`src/rtl/ras_pkg.sv`:
```
// Package with the shared types and constants of the region sampler.
`timescale 1ns / 1ps
package ras_pkg;
   localparam int unsigned AddrWidth = 14;
   typedef enum logic {
      OP_WRITE  = 1'b0,
      OP_SAMPLE = 1'b1
   } opcode_type;
   typedef enum logic [1:0] {
      REG_IMAGE_WIDTH   = 2'd0,
      REG_IMAGE_HEIGHT  = 2'd1,
      REG_CANVAS_WIDTH  = 2'd2,
      REG_CANVAS_HEIGHT = 2'd3
   } reg_index_type;
   typedef struct packed {
      logic       opcode;
      logic [13:0] pixel_index;
      logic [7:0] pixel_red;
      logic [7:0] pixel_green;
      logic [7:0] pixel_blue;
      logic [7:0] pixel_alpha;
      logic [11:0] sample_column;
      logic [11:0] sample_row;
      logic [12:0] grid_columns;
      logic [12:0] grid_rows;
   } req_word_type;
   typedef struct packed {
      logic [7:0] avg_red;
      logic [7:0] avg_green;
      logic [7:0] avg_blue;
      logic [7:0] avg_alpha;
      logic [7:0] avg_brightness;
      logic       region_valid;
   } rsp_word_type;
   // Control between the top level and the shared divider.
   typedef struct packed {
      logic        start;
      logic [35:0] dividend;
      logic [35:0] divisor;
   } div_req_type;
   typedef struct packed {
      logic        done;
      logic [35:0] quotient;
   } div_rsp_type;
   localparam int unsigned DivWidth = 36;
endpackage

```
`src/rtl/ras_divider.sv`:
```
// Radix-2 restoring divider, one quotient bit per cycle.
`timescale 1ns / 1ps
module ras_divider (
   input  logic                clock,
   input  logic                reset,
   input  ras_pkg::div_req_type req,
   output ras_pkg::div_rsp_type rsp
);
   import ras_pkg::*;
   localparam int unsigned CntWidth = $clog2(DivWidth + 1);
   logic [DivWidth-1:0] quo_ff, quo_in;
   logic [DivWidth-1:0] rem_ff, rem_in;
   logic [DivWidth-1:0] den_ff, den_in;
   logic [CntWidth-1:0] cnt_ff, cnt_in;
   logic                busy_ff, busy_in;
   logic                done_ff, done_in;
   logic [DivWidth:0]   trial;
   always_comb begin
      quo_in  = quo_ff;
      rem_in  = rem_ff;
      den_in  = den_ff;
      cnt_in  = cnt_ff;
      busy_in = busy_ff;
      done_in = 1'b0;
      trial   = {rem_ff, quo_ff[DivWidth-1]} - {1'b0, den_ff};
      if (req.start) begin
         quo_in  = req.dividend;
         rem_in  = '0;
         den_in  = req.divisor;
         cnt_in  = CntWidth'(DivWidth);
         busy_in = 1'b1;
      end else if (busy_ff) begin
         if (!trial[DivWidth]) begin
            rem_in = trial[DivWidth-1:0];
            quo_in = {quo_ff[DivWidth-2:0], 1'b1};
         end else begin
            rem_in = {rem_ff[DivWidth-2:0], quo_ff[DivWidth-1]};
            quo_in = {quo_ff[DivWidth-2:0], 1'b0};
         end
         cnt_in = cnt_ff - 1'b1;
         if (cnt_ff == CntWidth'(1)) begin
            busy_in = 1'b0;
            done_in = 1'b1;
         end
      end
   end
   always_ff @(posedge clock) begin
      if (reset) begin
         busy_ff <= 1'b0;
         done_ff <= 1'b0;
         cnt_ff  <= '0;
      end else begin
         busy_ff <= busy_in;
         done_ff <= done_in;
         cnt_ff  <= cnt_in;
      end
      quo_ff <= quo_in;
      rem_ff <= rem_in;
      den_ff <= den_in;
   end
   assign rsp.done     = done_ff;
   assign rsp.quotient = quo_ff;
endmodule

```
`config.mk`:
```
export PLATFORM = sky130hd
export DESIGN_NAME = ras_divider
export DESIGN_NICKNAME = d
export VERILOG_FILES = /design/src/rtl/ras_pkg.sv /design/src/rtl/ras_divider.sv
export SDC_FILE = /design/constraint.sdc
export NUM_CORES = 1
export LEC_CHECK = 0
export BUFFER_PORTS_ARGS = -buffer_cell sky130_fd_sc_hd__buf_2
export CORE_MARGIN = 5
export CORE_UTILIZATION = 25
export DETAILED_ROUTE_END_ITERATION = 16
export SYNTH_ARGS = -nofsm -noshare
export SYNTH_HDL_FRONTEND = slang
export SYNTH_SLANG_ARGS = --single-unit
```
`constraint.sdc`:
```
create_clock -name clock -period 3.7 [get_ports clock]
set_input_delay 0.185 -clock clock [delete_from_list [all_inputs] [get_ports clock]]
set_output_delay 0.185 -clock clock [all_outputs]
set_load 0.02 [all_outputs]
```
==> metrics.yaml, run 1 <==
sta:
  setup_viol: 0
  worst_slew_pin_slew_ns: 0.7376
  finalHoldViolCount: 0
  fmax_ghz: 0.2980
  timing.hold.ws_ns: 0.03638
  final.setup.tns_ns: 0
  rsz0062_at_grt: "false"
  slew_headroom: 0.5083
  post-route-period-util: 0.9069
  period_minus_slack_ns: 3.356
  slew_viol_final: 0
  skew_ns: 0.01049
pwr:
  p_per_area_nw_per_um2: 520.1
  p_leak_uw: 0.003624
  power_uw: 4475
  ir_drop_v: 0.0002902
floorplanning:
  die-area_sq_um: 30340
  start_util: 0.2522
  die_y_microns: 174.2
  coreArea_sq_um: 26730
  die_x_microns: 174.2
  io_pins: 112
  core.rowCount: 60
setup_path:
  worst-path-max-fanout: 23
  critical_path.top_delay_family: "compound AO/OA/AOI/OAI gates"
  slowest_delay_ns: 0.37
  cp_slowest_cell: "edfxtp_1"
  worst-endpoint-required_ns: 4.06
  worst_ep_arrival_time_ns: 3.72
  ff2ff_path_depth: 14
  worst-path-buf-inv: 2
  cp-start-kind: "flip-flop"
  critPathLaunch: "quo_ff[35]$_DFFE_PP_"
  crit_top_cell: "o31a_1"
  regToRegSetupSlack_ns: 0.34
  cp.depth: 14
  worst-setup-path-type: "flip-flop to flip-flop"
  endpoint_kind: "flip-flop"
  path_cells: "inv_1 > ha_1 > fa_1 > nor2b_1 > o31a_1 > o31a_1 > o2111a_1 > o221ai_2 > a21o_4 > mux2i_4 > nand2_8 > buf_12 > a211oi_1 > o21a_1"
  reg2reg_from: "quo_ff[35]$_DFFE_PP_"
cts:
  worstSkewPairLatency_ns: 0.42
  cts_buffers: 17
  clock_path_buffers: 2
  clockRootBuffer: "clkbuf_16"
  cts_tree: "done"
  post_cts_buffers: 0
  cts_max_level: 4
  clock_sink_count: 116
  path_clk_slew_ns: 0.06
  post_cts_resized: 0
global_route:
  grt_max_degree: 77
  grt_pass1_vias: 5553
  overflow: 0
  grt_use_total: 0.1104
  antenna_found_initial: 0
  grt_pass1_wl_microns: 27670
synth:
  synth_top_area_frac: 0.3208
  ys_warn_count: 0
  avgSynthCellArea_sq_um: 10.38
  synthCells: 649
  yosysSeqAreaShare: 0.4515
  synth-adder-area-share: 0.07352
  synth_xor_area_frac: 0.04159
  synth_top_family_by_area: "compound AO/OA/AOI/OAI gates"
  synth_compound_area_frac: 0.1580
  yosys-top-cells-area: "edfxtp_1 32%, dfxtp_1 13%, ha_1 7.1%"
  synthMuxAreaShare: 0.09599
  synth-edff-count: 72
  yosys.area.top_type: "edfxtp_1"
  syn_nets: 763
  yosys.area_share.simple: 0.1242
  yosys.cell_types.count: 69
  synth-main-ff-cell: "edfxtp_1"
  synthArstFlopShare: 0
  synth_seq_cells: 116
  syn-cell-area_sq_um: 6739
cells_and_area:
  mostFrequentLayoutCells: "110 x buf_2, 72 x edfxtp_1, 62 x nor2_1"
  diodes: 0
  final_nets: 911
  final_common_cell: "buf_2"
  post-route-util: 0.3220
  fill_cells: 2804
  syn_to_final_growth_pct: 27.68
  layout-drive-gt1-share: 0.2519
flow_run:
  max_cap_viol_count: 0
drt:
  drc: 0
  wl_microns: 16590
  firstDrtPassIters: 5
  first_iter_violations: 271
  ant_nets: 0
  wire_per_inst_microns: 14.41
  vias: 5292
  avgViaCountPerCell: 4.598
place:
  port_buffers: 111
  place_congestion: 0.8228
  hpwl_microns: 11990
worst_hold_path:
  worstHoldPathType: "primary input to flip-flop"
  holdPathStages: 2
  hp-start: "reset"
run_status:
  status: "finished clean"
-- through the flow --
step           cell area, sq um  setup WS, ns  cells
2_1_floorplan              6739        0.5191    649
3_3_place_gp               7647        0.4391   1083
5_1_grt                    8605       0.08938   1151
3_5_place_dp               7647        0.3596   1083
4_1_cts                    8605        0.3277   1151
6_report                   8605        0.3443   1151
-- cells by family after synthesis --
group | count (synthesis)
adder cells (fa/ha/maj) | 39
XOR/XNOR | 32
AND/OR/NAND/NOR | 170
AO/OA/AOI/OAI | 152
flip-flops | 116
multiplexers | 59
buffers and inverters | 81
-- per-layer routing --
| layer | routed length [microns] | global-route usage | share of wire |
|---|---|---|---|
| met4 | 44 | 0.02870 | 0.0027 |
| met5 | 0 | 0 | 0 |
| met3 | 1160 | 0.04611 | 0.070 |
| met1 | 7995 | 0.1420 | 0.48 |
| met2 | 7388 | 0.1717 | 0.45 |
-- final timing paths --
check | to
worst min-delay path | busy_ff$_SDFF_PP0_
worst min register to register | cnt_ff[1]$_SDFFE_PP0P_
worst max register to register | rem_ff[0]$_SDFFE_PP0P_
worst max-delay path | rem_ff[0]$_SDFFE_PP0P_
-- what timing repair did --
item | 4_1_cts | 5_1_grt
hold buffers | 36 | 0
hold endpoints to repair | 36 | 0
endpoints found under the setup margin | 0 | 0
-- cell type report --
class | count | area [sq um] | share of cell area
tap | 341 | 426.7 | 0.04959
clock inverter | 15 | 171.4 | 0.01992
inverter | 51 | 191.4 | 0.02225
timing repair buffer | 159 | 1021 | 0.1187
clock buffer | 17 | 425.4 | 0.04944
sequential | 116 | 3044 | 0.3538
multi-input combinational | 452 | 3324 | 0.3864
-- registers in the layout, indices dropped and copies added, names as in the netlist --
name	flops
busy_ff	1
rem_ff	36
done_ff	1
quo_ff	36
cnt_ff	6
den_ff	36
-- Yosys cell counts, types with 2 or more instances --
cell / number
o211ai_1: 3
buf_2: 4
o21bai_1: 3
clkbuf_1: 14
ha_1: 38
dfxtp_1: 44
a21oi_1: 36
nand2_1: 32
xor2_1: 10
inv_1: 50
a2111oi_0: 2
or2_2: 3
o31a_1: 3
buf_4: 2
o21ai_0: 22
nand2b_1: 7
nor2_1: 62
mux2_2: 35
nor2b_1: 5
edfxtp_1: 72
buf_12: 2
buf_1: 5
o21a_1: 6
a41o_1: 2
a211oi_1: 26
o31ai_1: 2
a31oi_1: 6
o221a_2: 2
or3_1: 3
nand4_1: 2
nand3_1: 14
a311oi_1: 8
a21o_1: 14
and3_1: 8
buf_6: 3
nand3b_1: 6
nor3_1: 13
nor3b_1: 2
xnor2_1: 22
mux2i_1: 23
nor4_1: 5
-- power breakdown --
part,internal (uW),switching [uW],total [uW],leakage [uW]
registers,1520,75.9,1590,0.00108
logic,537,668,1200,0.00225
clock network,1010,668,1680,0.000293
total,3060,1410,4480,0.00362
Power figures use the tool's default switching activity.
==> inputs of run 2 (changes only) <==
- CORE_ASPECT_RATIO: not set -> 0.9
- CTS_BUF_LIST: not set -> sky130_fd_sc_hd__clkbuf_4 sky130_fd_sc_hd__clkbuf_8
- PLACE_DENSITY: not set -> 0.53
==> run 2 against run 1 <==
  * Final area rose by 1.2%
  * Register-to-register slack got worse by 0.06 ns
  * Clock-buffer cell count stayed put
  * Via count grew 3.1%
  * Clock skew up 0.012 ns
  * Cell count increased by 3.6%
  * Die area about the same
  * Fmax is 1.7% lower
  * Largest power group is now sequential cells
  * Highest routed layer unchanged
==> metrics.yaml, run 2 (synthesis results as in run 1) <==
run_status:
  status: "finished clean"
pwr:
  switching_share: 0.3291  # +0.01380
  p_leak_uw: 0.003658  # +0.93%
  p_int_uw: 2737  # -11%
  ir_drop_v: 0.0002751  # -5.2%
  clkPwrFrac: 0.308  # -0.067
  p_seq_frac: 0.390  # +0.034
  p_sw_uw: 1343  # -4.9%
  p_per_area_nw_per_um2: 468.6  # -9.9%
  p_comb_frac: 0.302  # +0.033
cts:
  cts_buffers: 17  # unchanged
  clockRootBuffer: "clkbuf_8"
  post_cts_resized: 0  # unchanged
  clock_path_buffers: 2  # unchanged
  worstSkewPairLatency_ns: 0.46  # +0.04 ns
  path_clk_slew_ns: 0.08  # +0.02 ns
  cts_tree: "done"
  post_cts_buffers: 0  # unchanged
  cts_max_level: 4  # unchanged
  postCtsHoldBufs: 60  # +67%
  clock_sink_count: 116  # unchanged
setup_path:
  cp_slowest_cell: "edfxtp_1"
  crit_top_cell: "o31a_1"
  worst-setup-path-type: "flip-flop to flip-flop"
  reg2reg_from: "quo_ff[35]$_DFFE_PP_"
  regToRegSetupSlack_ns: 0.29  # -0.06 ns
  worst_ep_arrival_time_ns: 3.77  # +0.05 ns
  endpoint_kind: "flip-flop"
  worst-endpoint-required_ns: 4.06  # about the same
  worst-path-buf-inv: 2  # unchanged
  critical_path.top_delay_family: "compound AO/OA/AOI/OAI gates"
  ff2ff_path_depth: 14  # unchanged
  slowest_delay_ns: 0.39  # +0.02 ns
  path_cells: "inv_1 > ha_1 > fa_1 > nor2b_1 > o31a_1 > o31a_1 > o2111a_1 > o221ai_2 > a21o_4 > mux2i_4 > nand2_8 > buf_4 > mux2i_1 > a211oi_1"
  r2r-end: "rem_ff[14]$_SDFFE_PP0P_"
  cp-start-kind: "flip-flop"
  worst-path-max-fanout: 32  # +39%
drt:
  first_iter_violations: 254  # -6.3%
  wire_per_inst_microns: 14.45  # +0.23%
  ant_nets: 0  # unchanged
  wl_microns: 17230  # +3.9%
  firstDrtPassIters: 5  # unchanged
  avgViaCountPerCell: 4.572  # -0.57%
  vias: 5454  # +3.1%
  drc: 0  # unchanged
place:
  hpwl_microns: 12180  # +1.5%
  place_congestion: 0.8232  # about the same
  post-place-cells: 1099  # +1.5%
  port_buffers: 111  # unchanged
  place_ws_ns: 0.3203  # -0.03930 ns
floorplanning:
  coreArea_sq_um: 26820  # +0.34%
  start_util: 0.2513  # -0.0008471
  die-area_sq_um: 30340  # about the same
  core.rowCount: 57  # -5.0%
  die_x_microns: 183.1  # +5.1%
  die_y_microns: 165.8  # -4.8%
  io_pins: 112  # unchanged
cells_and_area:
  mostFrequentLayoutCells: "110 x buf_2, 72 x edfxtp_1, 62 x nor2_1, 62 x dlygate4sd3_1, 50 x inv_1"
  final_cells: 1193  # +3.6%
  final_nets: 940  # +3.2%
  syn_to_final_growth_pct: 29.19
  reg.largest.list: "den_ff x36, quo_ff x36, rem_ff x36"
  fill_cells: 2813  # +0.32%
  final_common_cell: "buf_2"
  diodes: 0  # unchanged
  layout-drive-gt1-share: 0.2479  # -0.003938
sta:
  post-route-period-util: 0.9227  # +0.01575
  slew_headroom: 0.5037  # -0.004586
  setup_viol: 0  # unchanged
  worst_slew_pin_slew_ns: 0.7445  # +0.006879 ns
  fmax_ghz: 0.2929  # -1.7%
  period_minus_slack_ns: 3.414  # +0.05828 ns
  slew_viol_final: 0  # unchanged
  final.setup.tns_ns: 0  # unchanged
  skew_ns: 0.02257  # +0.01207 ns
  finalHoldViolCount: 0  # unchanged
  rsz0062_at_grt: "false"
  timing.hold.ws_ns: 0.03402  # -0.002360 ns
  fin_ws_ns: 0.2860  # -0.05828 ns
worst_hold_path:
  hp-start: "req[36]"
  holdPathStages: 3  # +1
  min_to: "quo_ff[0]$_DFFE_PP_"
  worstHoldPathType: "primary input to flip-flop"
global_route:
  grt_max_degree: 77  # unchanged
  grt_pass1_vias: 5627  # +1.3%
  grt_pass1_wl_microns: 28240  # +2.1%
  grt_use_total: 0.1144  # +0.004026
  overflow: 0  # unchanged
  antenna_found_initial: 0  # unchanged
flow_run:
  max_cap_viol_count: 0  # unchanged
## run 2: cell types whose count changed in the layout (fill, tap and decap cells not counted), moves of 2 or more
cell | previous run | this run
buf_4 | 12 | 16
clkinvlp_4 | 0 | 2
clkinv_4 | 6 | 2
clkbuf_16 | 17 | 0
clkinv_2 | 0 | 4
clkbuf_8 | 0 | 17
dlygate4sd3_1 | 36 | 62
## run 2: worst max-delay path by stage
stage | startpoint | slack, ns | end | depth (start not counted)
after floorplan | quo_ff[35]$_DFFE_PP_ | 0.52 | rem_ff[34]$_SDFFE_PP0P_ | 13
after global placement | quo_ff[35]$_DFFE_PP_ | 0.41 | rem_ff[11]$_SDFFE_PP0P_ | 14
after detailed placement | quo_ff[35]$_DFFE_PP_ | 0.32 | rem_ff[7]$_SDFFE_PP0P_ | 14
after CTS | quo_ff[35]$_DFFE_PP_ | 0.28 | rem_ff[14]$_SDFFE_PP0P_ | 14
after global routing | quo_ff[35]$_DFFE_PP_ | 0.04 | rem_ff[14]$_SDFFE_PP0P_ | 14
final | quo_ff[35]$_DFFE_PP_ | 0.29 | rem_ff[14]$_SDFFE_PP0P_ | 14
## run 2: final cells by class
| type | count | area, sq um | share of cell area |
|---|---|---|---|
| clock buffer | 17 | 234.0 | 0.02688 |
| clock inverter | 15 | 177.7 | 0.02041 |
| sequential | 116 | 3044 | 0.3497 |
| inverter | 51 | 191.4 | 0.02199 |
| tap | 354 | 442.9 | 0.05088 |
| multi-input combinational | 452 | 3324 | 0.3819 |
| timing repair buffer | 188 | 1291 | 0.1483 |
## run 2: worst register-to-register path: cells and delay by family, from the launching register on
family / cells / cell delay (ns)
flip-flops: 1 / 0.39
AND/OR/NAND/NOR: 2 / 0.30
multiplexers: 2 / 0.42
buffers and inverters: 2 / 0.35
adder cells (fa/ha/maj): 2 / 0.41
AO/OA/AOI/OAI: 6 / 1.46
## run 2: routing by layer
| metal | vias up | GRT usage | wire length, microns |
|---|---|---|---|
| li1 | 2745 | - | - |
| met5 | - | 0 | 0 |
| met1 | 2546 | 0.1511 | 8119 |
| met3 | 14 | 0.05037 | 1527 |
| met2 | 149 | 0.1707 | 7378 |
| met4 | 0 | 0.03174 | 209 |
## run 2: power by group through the flow
stage	Clock, uW	Sequential (uW)	Combinational [uW]
5_1_grt	1370	1610	1370
2_1_floorplan	0	1660	871
3_5_place_dp	0	1620	1180
4_1_cts	1300	1590	1240
6_report	1260	1590	1230
3_3_place_gp	0	1620	1180
## run 2: through the flow
step / power [uW] / instance area, sq um / util
finish: 4079 / 8706 / 0.3247
global route: 4346 / 8706 / 0.3247
CTS: 4135 / 8686 / 0.3239
detailed placement: 2801 / 7674 / 0.2862
global placement: 2799 / 7674 / 0.2862
floorplan: 2527 / 6739 / -
